File: src/tvpc_pkg.sv
package tvpc_pkg;

	localparam int VERTEX_W = 11;
	localparam int COUNT_W = 20;
	localparam int RES_W = 30;

	localparam int DEF_MAX_VERTICES = 1024;
	localparam int DEF_MAX_EDGES = 4096;

	localparam logic [RES_W-1:0] MOD_A = 30'd1000000007;
	localparam logic [RES_W-1:0] MOD_B = 30'd1000000009;
	localparam logic [RES_W-1:0] BASE_A = 30'd29;
	localparam logic [RES_W-1:0] BASE_B = 30'd31;
	localparam logic [COUNT_W-1:0] COUNT_MAX = 20'hFFFFF;

	localparam logic OP_ADD = 1'b0;
	localparam logic OP_FINISH = 1'b1;

	typedef struct packed {
		logic                operation;
		logic [VERTEX_W-1:0] first_vertex;
		logic [VERTEX_W-1:0] second_vertex;
	} tvpc_in_t;

	typedef struct packed {
		logic [COUNT_W-1:0] pair_count;
		logic               edge_overflow;
	} tvpc_out_t;

	// One value for each of the two hash moduli.
	typedef struct packed {
		logic [RES_W-1:0] lane_a;
		logic [RES_W-1:0] lane_b;
	} tvpc_pair_t;

	typedef enum logic [3:0] {
		ST_CLEAR,
		ST_IDLE,
		ST_FE_RD,
		ST_FE_LD,
		ST_PV,
		ST_PV_W,
		ST_PU,
		ST_PU_W,
		ST_HRD,
		ST_ADD_WU,
		ST_ADD_WV,
		ST_FE_CMP,
		ST_PAIR,
		ST_PAIR_DR,
		ST_OUT
	} tvpc_state_t;

	typedef enum logic [2:0] {
		PW_IDLE,
		PW_SQ,
		PW_SQ_W,
		PW_MUL,
		PW_MUL_W,
		PW_FIN
	} tvpc_pw_state_t;

	// One step of an interleaved modular product: 2r + (bit ? a : 0), reduced.
	function automatic logic [RES_W-1:0] mm_step(input logic [RES_W-1:0] r,
		input logic [RES_W-1:0] a, input logic b, input logic [RES_W-1:0] m);
		logic [RES_W+1:0] t;
		logic [RES_W+1:0] m1;
		logic [RES_W+1:0] m2;
		t = {1'b0, r, 1'b0} + (b ? {2'b00, a} : '0);
		m1 = {2'b00, m};
		m2 = {1'b0, m, 1'b0};
		if (t >= m2) begin
			t = t - m2;
		end else if (t >= m1) begin
			t = t - m1;
		end
		return t[RES_W-1:0];
	endfunction

	function automatic logic [RES_W-1:0] mod_add(input logic [RES_W-1:0] a,
		input logic [RES_W-1:0] b, input logic [RES_W-1:0] m);
		logic [RES_W:0] s;
		s = {1'b0, a} + {1'b0, b};
		if (s >= {1'b0, m}) begin
			s = s - {1'b0, m};
		end
		return s[RES_W-1:0];
	endfunction

	function automatic logic [RES_W-1:0] mod_sub(input logic [RES_W-1:0] a,
		input logic [RES_W-1:0] b, input logic [RES_W-1:0] m);
		logic [RES_W-1:0] d;
		if (a >= b) begin
			d = a - b;
		end else begin
			d = a + m - b;
		end
		return d;
	endfunction

endpackage

File: src/tvpc_modmul.sv
module tvpc_modmul (
	input  logic                clk,
	input  logic                arst_n,
	input  logic                start,
	input  tvpc_pkg::tvpc_pair_t op_x,
	input  tvpc_pkg::tvpc_pair_t op_y,
	output logic                done,
	output tvpc_pkg::tvpc_pair_t result
);
	import tvpc_pkg::*;

	localparam int CW = $clog2(RES_W);

	logic          busy_q;
	logic          done_q;
	logic [CW-1:0] cnt_q;
	tvpc_pair_t    x_q;
	tvpc_pair_t    y_q;
	tvpc_pair_t    r_q;

	// Both lanes step through the multiplier bits from the top, one bit a cycle.
	always_ff @(posedge clk or negedge arst_n) begin
		if (!arst_n) begin
			busy_q <= 1'b0;
			done_q <= 1'b0;
			cnt_q  <= '0;
		end else begin
			done_q <= 1'b0;
			if (start) begin
				busy_q <= 1'b1;
				cnt_q  <= CW'(RES_W - 1);
			end else if (busy_q) begin
				if (cnt_q == '0) begin
					busy_q <= 1'b0;
					done_q <= 1'b1;
				end else begin
					cnt_q <= cnt_q - CW'(1);
				end
			end
		end
	end

	always_ff @(posedge clk) begin
		if (start) begin
			x_q <= op_x;
			y_q <= op_y;
			r_q <= '0;
		end else if (busy_q) begin
			r_q.lane_a <= mm_step(r_q.lane_a, x_q.lane_a, y_q.lane_a[RES_W-1], MOD_A);
			r_q.lane_b <= mm_step(r_q.lane_b, x_q.lane_b, y_q.lane_b[RES_W-1], MOD_B);
			y_q.lane_a <= {y_q.lane_a[RES_W-2:0], 1'b0};
			y_q.lane_b <= {y_q.lane_b[RES_W-2:0], 1'b0};
		end
	end

	assign done   = done_q;
	assign result = r_q;

endmodule

File: src/tvpc_powmod.sv
module tvpc_powmod (
	input  logic                          clk,
	input  logic                          arst_n,
	input  logic                          start,
	input  logic [tvpc_pkg::VERTEX_W-1:0] exponent,
	output logic                          done,
	output tvpc_pkg::tvpc_pair_t          result
);
	import tvpc_pkg::*;

	localparam int BW = $clog2(VERTEX_W);

	tvpc_pw_state_t      state_q;
	tvpc_pw_state_t      state_d;
	logic [VERTEX_W-1:0] exp_q;
	logic [BW-1:0]       bit_q;
	tvpc_pair_t          r_q;
	tvpc_pair_t          base;
	tvpc_pair_t          mm_y;
	tvpc_pair_t          mm_res;
	logic                mm_start;
	logic                mm_done;
	logic                bit_last;

	assign base.lane_a = BASE_A;
	assign base.lane_b = BASE_B;
	assign bit_last = (bit_q == '0);

	tvpc_modmul u_modmul (
		.clk    (clk),
		.arst_n (arst_n),
		.start  (mm_start),
		.op_x   (r_q),
		.op_y   (mm_y),
		.done   (mm_done),
		.result (mm_res)
	);

	// Left to right: square, then multiply by the base where the exponent bit is set.
	always_comb begin
		state_d = state_q;
		case (state_q)
			PW_IDLE: begin
				if (start) begin
					state_d = PW_SQ;
				end
			end
			PW_SQ: state_d = PW_SQ_W;
			PW_SQ_W: begin
				if (mm_done) begin
					if (exp_q[bit_q]) begin
						state_d = PW_MUL;
					end else if (bit_last) begin
						state_d = PW_FIN;
					end else begin
						state_d = PW_SQ;
					end
				end
			end
			PW_MUL: state_d = PW_MUL_W;
			PW_MUL_W: begin
				if (mm_done) begin
					state_d = bit_last ? PW_FIN : PW_SQ;
				end
			end
			PW_FIN: state_d = PW_IDLE;
			default: state_d = PW_IDLE;
		endcase
	end

	always_comb begin
		mm_start = (state_q == PW_SQ) || (state_q == PW_MUL);
		mm_y     = (state_q == PW_MUL) ? base : r_q;
		done     = (state_q == PW_FIN);
		result   = r_q;
	end

	always_ff @(posedge clk or negedge arst_n) begin
		if (!arst_n) begin
			state_q <= PW_IDLE;
		end else begin
			state_q <= state_d;
		end
	end

	always_ff @(posedge clk) begin
		if (state_q == PW_IDLE && start) begin
			exp_q      <= exponent;
			bit_q      <= BW'(VERTEX_W - 1);
			r_q.lane_a <= RES_W'(1);
			r_q.lane_b <= RES_W'(1);
		end else if (state_q == PW_SQ_W && mm_done) begin
			r_q <= mm_res;
			if (!exp_q[bit_q] && !bit_last) begin
				bit_q <= bit_q - BW'(1);
			end
		end else if (state_q == PW_MUL_W && mm_done) begin
			r_q <= mm_res;
			if (!bit_last) begin
				bit_q <= bit_q - BW'(1);
			end
		end
	end

endmodule

File: config.mk
export PLATFORM = sky130hd
export DESIGN_NAME = tvpc_powmod
export DESIGN_NICKNAME = d
export VERILOG_FILES = /design/src/tvpc_pkg.sv /design/src/tvpc_modmul.sv /design/src/tvpc_powmod.sv
export SDC_FILE = /design/constraint.sdc
export NUM_CORES = 1
export LEC_CHECK = 0
export ABC_CLOCK_PERIOD_IN_PS = 11400
export BUFFER_PORTS_ARGS = -buffer_cell sky130_fd_sc_hd__buf_4
export CAP_MARGIN = 20
export CELL_PAD_IN_SITES_DETAIL_PLACEMENT = 1
export CELL_PAD_IN_SITES_GLOBAL_PLACEMENT = 2
export CORE_MARGIN = 2
export CORE_UTILIZATION = 42
export DETAILED_ROUTE_END_ITERATION = 10
export HOLD_SLACK_MARGIN = 0.08
export PLACE_DENSITY = 0.93
export SETUP_SLACK_MARGIN = 0.4
export SYNTH_ARGS = -nofsm -noshare
export SYNTH_HDL_FRONTEND = slang
export SYNTH_SLANG_ARGS = --single-unit
File: constraint.sdc
create_clock -name clk -period 11.4 [get_ports clk]
set_input_delay 1.14 -clock clk [delete_from_list [all_inputs] [get_ports clk]]
set_output_delay 1.14 -clock clk [all_outputs]
set_load 0.05 [all_outputs]
Yosys cells after proc, flatten, opt, wreduce, memory -nomap -nowiden:

Cells that the tools add are included.

* flip-flop bits (word level): 265
* latch bits: 0
* RAM bits: 0
* bits in read-only memories: 0
* input port bits: 14
* output and inout bits: 61
* word-level logic and storage cells: 85
* memories kept: 0

* $add $sub $neg: 8
* multipliers: 0
* divide/modulo/power cells: 0
* order comparisons: 5
* equality and inequality tests: 11
* shift operators: 0
* muxes and demuxes: 32
* bitwise gates (word level): 0
* reduce and logical (&&, ||, !) cells: 15

Operators by type and width (number)
* 2-to-1 mux 60 bit: 5
* 2-to-1 mux 30 bit: 6
* subtractor 30 bit (second input constant): 4
* adder 31 x 30 -> 32 bit: 2
* greater-or-equal comparator 32 x 30 -> 1 bit (second input constant): 2
* greater-or-equal comparator 32 x 31 -> 1 bit (second input constant): 2
* 2-to-1 mux 4 bit: 4
* 2-to-1 mux 3 bit: 5
* 2-to-1 mux 5 bit: 3
* one-hot mux 3 bit (5 select lines): 1
* != test 2 x 1 -> 1 bit (second input constant): 4
* 2-to-1 mux 1 bit: 7
* == test 3 x 2 -> 1 bit (second input constant): 2
* == test 3 bit (second input constant): 2
* AND reduction 3 bit: 2
* logical NOT 5 bit: 1
* < comparator 4 x 5 -> 1 bit (second input constant): 1
* subtractor 5 x 1 -> 5 bit (second input constant): 1
* binary-select mux 1 bit (select 4 bit): 1
* logical AND 1 bit: 4
* logical NOT 4 bit: 1
* != test 2 bit (second input constant): 2
* nonzero test 2 bit: 2
* subtractor 4 x 1 -> 4 bit (second input constant): 1
* other kinds (5): 6

Logic depth before layout (Yosys ltp):

Gate-level depths: netlist of the first run.

* depth in word-level cells: 6
* depth in mapped cells: 19
* mapped depth without buffers: 16

Modules after synthesis:

Synthesis of the first run repeated with hierarchy kept, for this count alone.

* cell total of the unflattened synthesis: 1938
* area total of the unflattened synthesis: 17240.3 µm²

Modules (own cells, without submodules)
* tvpc_modmul: times used 1, cells an instance 1543, area each 13953.4 µm², seq. area each 4979.8 µm²
* tvpc_powmod: times used 1, cells an instance 395, area each 3286.9 µm², seq. area each 1686.6 µm²

Least setup slack after synthesis of the first run:

Ideal clock, no wire load.

* path kind: flip-flop to flip-flop
* start: register u_modmul.y_q[29] (netlist name)
* end: register u_modmul.r_q (netlist bit u_modmul.result[10])
* library setup time: 0.243 ns
* data arrival time: 4.025 ns
* path slack: 7.132 ns
* stages on the path, launching flop included: 20
* period minus slack after synthesis: 4.268 ns
* cell sequence: edfxtp_1 clkbuf_1 and2_1 ha_1 inv_1 fa_1 nand2b_1 a211oi_1 o21a_1 o32ai_1 nor4b_2 a211oi_1 o311ai_1 a211oi_2 or2_1 buf_2 buf_6 nor4b_1 a211o_1 a21oi_1

* cells in the longest elaborated chain, start to end: 5

RTL lines
* start, declared: line tvpc_modmul.sv:18 `tvpc_pair_t y_q;`
* start signal, assigned: line tvpc_modmul.sv:46 `y_q <= op_y;`
* 2-to-1 mux 30 bit *: line tvpc_pkg.sv:69 `t = {1'b0, r, 1'b0} + (b ? {2'b00, a} : '0);`
* adder 31 x 30 -> 32 bit *: line tvpc_pkg.sv:69
* subtractor 30 bit or greater-or-equal comparator 32 x 30 -> 1 bit (tied branches): line tvpc_pkg.sv:75, tvpc_pkg.sv:74
* 2-to-1 mux 30 bit: line tvpc_pkg.sv:74 `end else if (t >= m1) begin`
* 2-to-1 mux 30 bit *: line tvpc_pkg.sv:72 `if (t >= m2) begin`
* end, declared: line tvpc_modmul.sv:19 `tvpc_pair_t r_q;`

Every way passes the cells marked *; elsewhere a longest branch is shown, timed or not.
A chain may end at the register's enable or synchronous reset.

Final worst setup path of the first run:

* start: register u_modmul.y_q[29] (netlist name)
* end: register u_modmul.r_q (netlist bit u_modmul.result[7])

The elaborated chain is that of the path after synthesis.

==> results of run 1 <==
==> critical path: cells and delay by family (launching register included) <==
kind                     cells  cell delay [ps]
adder cells (fa/ha/maj)      2              580
XOR/XNOR                     1              340
flip-flops                   1              980
buffers and inverters        1               70
AND/OR/NAND/NOR              6             1870
AO/OA/AOI/OAI                6             2610
==> routing by layer <==
layer	global-route usage, %	up-vias
met5	0	-
met4	6.133	0
met3	3.126	58
met2	44.02	320
met1	38.36	8215
li1	-	7723
==> final timing paths <==
path / slack (ps) / start / cells past startpoint / to
worst max-delay path: 4800 / u_modmul.y_q[29]$_DFFE_PP_ / 16 / u_modmul.result[7]$_SDFFE_PN0P_
worst min-delay path: 410 / arst_n / 1 / u_modmul.cnt_q[1]$_DFFE_PN0P_
worst max register to register: 4800 / u_modmul.y_q[29]$_DFFE_PP_ / 16 / u_modmul.result[7]$_SDFFE_PN0P_
worst min register to register: 480 / u_modmul.result[56]$_SDFFE_PN0P_ / 2 / result[56]$_SDFFE_PP0P_
max in group asynchronous: 10810 / arst_n / 1 / u_modmul.busy_q$_DFF_PN0_
min in group clk: 480 / u_modmul.result[56]$_SDFFE_PN0P_ / 2 / result[56]$_SDFFE_PP0P_
==> power by group through the flow <==
| stage | clock network, mW | registers, mW | logic [mW] |
|---|---|---|---|
| global route | 1.16 | 1.40 | 1.44 |
| floorplan | 0 | 1.33 | 0.947 |
| detailed placement | 0 | 1.39 | 1.27 |
| global placement | 0 | 1.38 | 1.23 |
| finish | 1.11 | 1.37 | 1.29 |
| CTS | 1.13 | 1.37 | 1.28 |
==> cell usage after synthesis, drive strengths merged (7+ instances only) <==
cell	number	area share, %
mux2i	18	1.0
edfxtp	131	22
and2	77	2.7
nor3	58	1.7
nand4	20	0.71
a21o	27	1.1
a2111oi	10	0.57
and4	15	0.76
o21a	24	1.0
and3	20	0.71
o31a	8	0.40
nand2b	67	2.4
o311ai	7	0.35
a21boi	9	0.38
o211ai	35	1.6
clkbuf	83	1.8
nand2	306	6.5
xnor2	38	1.9
o2111ai	9	0.52
o31ai	15	0.67
a211oi	40	1.8
nor2	136	3.0
o221ai	10	0.50
dfrtp	10	1.4
buf	33	1.2
xor2	27	1.4
or4	8	0.34
o22ai	8	0.35
nand3	47	1.3
o21ai	193	5.5
a31oi	18	0.67
a211o	12	0.60
or2	12	0.43
mux2	7	0.45
or3	21	0.77
dfxtp	124	14
nor4	17	0.60
inv	34	0.72
ha	69	4.9
a311oi	8	0.43
a21oi	185	5.3
==> layout by cell type (no fill, tap or decap), types with 33 or more instances in the layout <==
| cell type | Yosys | final |
|---|---|---|
| sky130_fd_sc_hd__nand2_1 | 305 | 305 |
| sky130_fd_sc_hd__ha_1 | 69 | 69 |
| sky130_fd_sc_hd__buf_4 | 2 | 86 |
| sky130_fd_sc_hd__nor3_1 | 56 | 56 |
| sky130_fd_sc_hd__inv_1 | 34 | 33 |
| sky130_fd_sc_hd__nand3_1 | 47 | 47 |
| sky130_fd_sc_hd__nor2_1 | 133 | 133 |
| sky130_fd_sc_hd__and2_1 | 76 | 76 |
| sky130_fd_sc_hd__o21ai_0 | 179 | 179 |
| sky130_fd_sc_hd__edfxtp_1 | 131 | 131 |
| sky130_fd_sc_hd__xnor2_1 | 38 | 38 |
| sky130_fd_sc_hd__a211oi_1 | 36 | 36 |
| sky130_fd_sc_hd__clkbuf_16 | 0 | 37 |
| sky130_fd_sc_hd__nand2b_1 | 67 | 66 |
| sky130_fd_sc_hd__o211ai_1 | 34 | 34 |
| sky130_fd_sc_hd__dfxtp_1 | 124 | 124 |
| sky130_fd_sc_hd__a21oi_1 | 181 | 180 |
==> flip-flops by register name, indices dropped and copies added (netlist names) <==
register,flops
exp_q,11
bit_q,4
u_modmul.cnt_q,5
result,60
u_modmul.busy_q,1
u_modmul.done,1
u_modmul.y_q,60
state_q,3
u_modmul.x_q,60
u_modmul.result,60
==> final cells by class <==
type / instances / area [um^2] / area share [%]
Inverter: 36 / 136.4 / 0.6959
Sequential cell: 265 / 6671 / 34.04
Tap cell: 539 / 674.4 / 3.441
Timing Repair Buffer: 87 / 656.9 / 3.352
Clock buffer: 43 / 958.4 / 4.890
Clock inverter: 18 / 170.2 / 0.8682
Multi-Input combinational cell: 1669 / 10330 / 52.71
==> per-stage QoR <==
step                setup slack [ps]  instances  util (%)
finish                          4804       2657     47.04
global route                    4281       2657     47.04
CTS                             4869       2657     47.04
detailed placement              4896       2596     44.33
global placement                5270       2595     44.30
floorplan                       7132       2086         -
==> cell families (layout without fill, tap and decap cells) <==
kind of cell,Yosys count,count (layout),synth area share (%)
simple gates,825,825,23.02
mux,27,27,1.724
buf+inv,152,184,3.711
fa+ha+maj,71,71,5.123
xor+xnor,65,65,3.271
flops,265,265,37.81
compound gates,681,681,25.34
==> results.md, run 1 <==
- Outcome: finished clean
- Remaining DRCs: 0
- Vias per std cell: 6.141
- Kind of start point of the critical path: flip-flop
- Core Footprint: 41670 um^2
- Share of the clock period used by the worst path: 57.86%
- CTS tree: yes
- Floorplan row count: 75
- Asr flop ratio synth: 3.774%
- Longest individual stage delay on the worst path: 980 ps
- Internal Pwr Total: 2.311 mW
- Synth unique cells: 110
- Worst-path cell chain: and2_1 > ha_1 > inv_1 > fa_1 > nand2b_1 > a211oi_1 > o21ai_0 > a31oi_1 > a311oi_1 > xnor2_1 > nand3_1 > o21ai_1 > or2_1 > nor2_2 > a221oi_1 > nor3_1
- Routed length on met2: 27400 um
- Clock group share of total power: 29.4%
- # IOs: 75
- Cell Area, Placed: 18470 um^2
- Antenna Diode Count: 0
- CTS sink cnt: 265
- Number of flops mapped to enable cells by yosys: 131
- Final critical delay including setup and external delays: 6596 ps
- Worst hold slack after final layout: 414.6 ps
- Number of max-slew violations in the final report: 0
- Via count of the first global-routing pass: 16480
- Number of failing hold endpoints at the final stage: 0
- Cell chosen for the clock root: sky130_fd_sc_hd__clkbuf_16
- Critical path endpoint category: flip-flop
- Path category of the worst min-delay check: input pin to async pin
- Pin count of the biggest net entering global routing: 81
- Die footprint: 43640 um^2
- H-tree lvl count: 2
- Power per cell area: 192.1 nW/um^2
- Switching Fraction: 38.64%
- Number of clock buffers inserted by TritonCTS: 34
- Final worst clock skew: 21.75 ps
- Worst Path Max Fanout: 31
- X dimension of the die: 208.9 um
- Maximum buffer depth of the clock tree: 3
- Worst Tran Pin Value: 982.9 ps
- Leakage power summed over all cells: 7.407 nW
- Routed Antenna Nets: 0
- Overall power after layout: 3.766 mW
- Post CTS Setup Buffer Count: 0
- WS Path Type: flip-flop to flip-flop
- Met3 Wirelength: 2368 um
- Total negative slack: 0 ps
- Post-synth net total: 2171
- DRT met1 WL: 28460 um
- Sequential Power Share: 36.4%
- Number of hold buffers added after cts: 0
- Count of TritonRoute iterations in the first routing pass: 5
- First-pass GRT wire length: 94650 um
- Synthesized cell area: 17630 um^2
- Clock slew at reported path FFs: 60 ps
- Clk_lat worst skew: 550 ps
- Syn avg cell area: 8.452 um^2
- Required time reported for the critical path endpoint: 11830 ps
- Proportion of layout cells with a drive suffix above 1: 9.679%
- # resized after CTS: 0
- Setup repair after global routing missed its margin: no
- Layout Area Growth over Synthesis: 11.16%
- Final nets: 2178
- Starting DRC count in detailed routing: 1009
- Maximum ir drop on the vdd rail: 0.2236 mV
- Rel. slew slack: 34.48%
- Floorplan die height: 208.9 um
- Overflow left after global routing: 0
- Critical path's slowest cell: sky130_fd_sc_hd__edfxtp_1
- Placed wire-length estimate after detailed placement: 42960 um
- Number of violations of the max-capacitance limit: 0
- Via count of the routed design: 16320
- Cells after synthesis: 2086
- Synth Register Bits: 265
- Fill count: 4958
- Arrival @ worst endpoint: 7020 ps
- Number of warnings printed during yosys synthesis: 0
- Psw: 1.455 mW
- GRT Resource Usage Total: 26.98%
- Number of failing setup endpoints in the final timing report: 0
- Leading register cell type out of synthesis: sky130_fd_sc_hd__edfxtp_1
- Initial antenna violation count: 0
- Initial Util: 42.32%
- Gate power share: 34.2%
- Routed wire per std cell: 22.28 um
- Top layer used by detailed routing: met4
- RD Place Congestion: 0.9102
- Wire length reported by the detailed router: 59210 um
- Fin area: 19600 um^2
- Sequential area share after synthesis: 37.81%
- I/O Buffers: 74
- Max Clk Rate: 151.6 MHz
Note: power is estimated with default switching activity, not from simulation.
==> run 2, diff against run 1 <==
- ABC_CLOCK_PERIOD_IN_PS: 11400 -> 6800
- CORE_UTILIZATION: 42 -> 39
- PLACE_DENSITY: 0.93 -> 0.88
- clock period: 11.4 -> 6.8 ns (I/O delays scaled with it)
==> run 2 against run 1 <==
  * Sequential power grew 67%
  * Clock power grew 48%
  * Combinational power grew 69%
  * Cell count grew 2.0%
  * Die area grew 7.5%
  * Total power grew 62%
  * Largest power group unchanged
  * Global-route usage shrank 1.6 points
  * Hold slack lost 140 ps
  * Setup slack lost 4100 ps
  * Clock-buffer cell count is the same
  * Critical endpoint is now u_modmul.result[42]$_SDFFE_PN0P_
  * Core utilization shrank 3.0 points
  * Clock skew shrank 11 ps
==> results.md, run 2 (synthesized netlist as in run 1, its figures left out) <==
- CTS tree: yes
- Routed wire per std cell: 22.13 um
- Number of max-slew violations in the final report: 0
- Cell chosen for the clock root: sky130_fd_sc_hd__clkbuf_16
- Met3 Wirelength: 2933 um
- Final nets: 2179
- R2R Setup Slk: 700 ps
- Leading cell type in the layout, fill and taps excluded: sky130_fd_sc_hd__nand2_1
- # IOs: 75
- Power per cell area: 312.7 nW/um^2
- Stages on worst setup path: 16
- H-tree lvl count: 1
- DRT met1 WL: 28850 um
- GRT Resource Usage Total: 25.37%
- Proportion of layout cells with a drive suffix above 1: 9.679%
- I/O Buffers: 74
- Clk_lat worst skew: 590 ps
- Leakage power summed over all cells: 7.358 nW
- Worst-path cell chain: and2_1 > ha_1 > inv_1 > fa_1 > nand2b_1 > a21oi_2 > o21ai_1 > a211oi_2 > o31ai_1 > a211oi_1 > a32oi_1 > a41oi_2 > nand2_2 > mux2_1 > a211o_1 > o2111a_1
- Starting DRC count in detailed routing: 1101
- Register area: 6671 um^2
- CTS sink cnt: 265
- Core Footprint: 44410 um^2
- Worst slack at placement: 761.9 ps
- Total negative slack: 0 ps
- Via count of the first global-routing pass: 16510
- RR Startpoint: u_modmul.y_q[59]$_DFFE_PP_
- Setup repair after global routing missed its margin: no
- Kind of cell adding the most delay to the critical path: compound AO/OA/AOI/OAI gates
- Floorplan row count: 77
- Number of violations of the max-capacitance limit: 0
- Die footprint: 46930 um^2
- Clock slew at reported path FFs: 70 ps
- Share of the clock period used by the worst path: 89.65%
- Critical path endpoint category: flip-flop
- Remaining DRCs: 0
- First-pass GRT wire length: 95920 um
- Overflow left after global routing: 0
- Fill count: 5224
- Multi-input combinational cell area: 10330 um^2
- Initial antenna violation count: 1
- Setup WS post-layout: 704.1 ps
- Layout Area Growth over Synthesis: 10.89%
- Worst Path Max Fanout: 26
- Final worst clock skew: 11.02 ps
- Number of clock buffers inserted by TritonCTS: 30
- Number of failing setup endpoints in the final timing report: 0
- Placed wire-length estimate after detailed placement: 42960 um
- Longest individual stage delay on the worst path: 760 ps
- Antenna Diode Count: 0
- Worst Reg2Reg Path Length in Cells: 16
- Wire length reported by the detailed router: 59970 um
- Top layer used by detailed routing: met4
- Rel. slew slack: 29.44%
- Final critical delay including setup and external delays: 6096 ps
- Floorplan die height: 216.6 um
- Critical R2R Capture: u_modmul.result[42]$_SDFFE_PN0P_
- Max Clk Rate: 164.0 MHz
- X dimension of the die: 216.6 um
- Required time reported for the critical path endpoint: 7280 ps
- # resized after CTS: 0
- Crit. Startpoint: u_modmul.y_q[59]$_DFFE_PP_
- Via count of the routed design: 16340
- Worst Tran Pin Value: 1055 ps
- WS Path Type: flip-flop to flip-flop
- Count of TritonRoute iterations in the first routing pass: 7
- Initial Util: 39.70%
- Pin count of the biggest net entering global routing: 69
- Most frequent cells in the layout: sky130_fd_sc_hd__nand2_1, sky130_fd_sc_hd__a21oi_1, sky130_fd_sc_hd__o21ai_0
- Outcome: finished clean
- RD Place Congestion: 0.9195
- Maximum buffer depth of the clock tree: 3
- Maximum ir drop on the vdd rail: 0.1948 mV
- Capture point of the critical path: u_modmul.result[42]$_SDFFE_PN0P_
- Arrival @ worst endpoint: 6580 ps
- Path category of the worst min-delay check: input pin to flip-flop
- WP buf/inv: 1
- Kind of start point of the critical path: flip-flop
- Vias per std cell: 6.030
- Routed length on met2: 26830 um
- Routed Antenna Nets: 0
- Critical path's slowest cell: sky130_fd_sc_hd__edfxtp_1
- Number of failing hold endpoints at the final stage: 0
[run 2: cell types whose count changed in the layout (fill, tap and decap cells not counted), sizes merged]
cell         before  now
inv              37   38
dlygate4sd3       0    1
buf              87   91
bufinv            3    1
clkinv           12    8
[run 2: where the power goes]
group / total, mW / leakage, nW / internal (mW) / switching [mW]
logic: 2.18 / 4.36 / 0.670 / 1.51
clock network: 1.64 / 0.481 / 0.932 / 0.712
registers: 2.29 / 2.51 / 2.09 / 0.200
[run 2: cell type report]
type | count | share of cell area (%)
clock inverter | 13 | 0.5440
multi-input combinational | 1669 | 52.84
tap | 592 | 3.789
sequential | 265 | 34.12
inverter | 36 | 0.6976
timing repair buffer | 92 | 3.545
clock buffer | 43 | 4.461
[run 2: per-layer routing]
| metal | global-route usage (%) | up-vias |
|---|---|---|
| li1 | - | 7749 |
| met1 | 36.43 | 8134 |
| met2 | 40.13 | 375 |
| met3 | 3.312 | 82 |
| met4 | 6.667 | 0 |
| met5 | 0 | - |
[run 2: per-stage QoR]
stage                     util, %  instances  power, mW  cell area [um^2]  hold WS, ps
after floorplan                 -       2086      3.817             17630        384.4
after global placement      41.78       2652      4.390             18560        459.0
after detailed placement    41.78       2652      4.472             18560        472.0
after CTS                   44.00       2709      6.151             19540        237.9
after global routing        44.02       2710      6.497             19550        249.8
final                       44.02       2710      6.115             19550        269.7
[run 2: timing repair]
| item | 4_1_cts | 5_1_grt |
|---|---|---|
| setup buffers | 0 | 1 |
| hold buffers | 1 | 0 |
| setup endpoints to repair | 0 | 5 |
| endpoints found under the hold margin | 10 | 0 |
[run 2: worst register-to-register path, stage by stage (launching register included)]
cell                       delay, ps
sky130_fd_sc_hd__edfxtp_1        760
sky130_fd_sc_hd__and2_1          240
sky130_fd_sc_hd__ha_1            200
sky130_fd_sc_hd__inv_1            70
sky130_fd_sc_hd__fa_1            450
sky130_fd_sc_hd__nand2b_1        250
sky130_fd_sc_hd__a21oi_2         300
sky130_fd_sc_hd__o21ai_1         190
sky130_fd_sc_hd__a211oi_2        630
sky130_fd_sc_hd__o31ai_1         180
sky130_fd_sc_hd__a211oi_1        590
sky130_fd_sc_hd__a32oi_1         380
sky130_fd_sc_hd__a41oi_2         450
sky130_fd_sc_hd__nand2_2         430
sky130_fd_sc_hd__mux2_1          460
sky130_fd_sc_hd__a211o_1         300
sky130_fd_sc_hd__o2111a_1        120
[run 2: worst min path at each step]
stage | start | to | slack, ps | depth (start not counted)
2_1_floorplan | arst_n | state_q[0]$_DFFE_PN0P_ | 380 | 0
3_3_place_gp | u_modmul.result[48]$_SDFFE_PN0P_ | result[48]$_SDFFE_PP0P_ | 460 | 2
3_5_place_dp | u_modmul.result[53]$_SDFFE_PN0P_ | result[53]$_SDFFE_PP0P_ | 470 | 2
4_1_cts | exponent[3] | exp_q[3]$_DFFE_PP_ | 240 | 1
5_1_grt | exponent[10] | exp_q[10]$_DFFE_PP_ | 250 | 1
6_report | exponent[3] | exp_q[3]$_DFFE_PP_ | 270 | 1
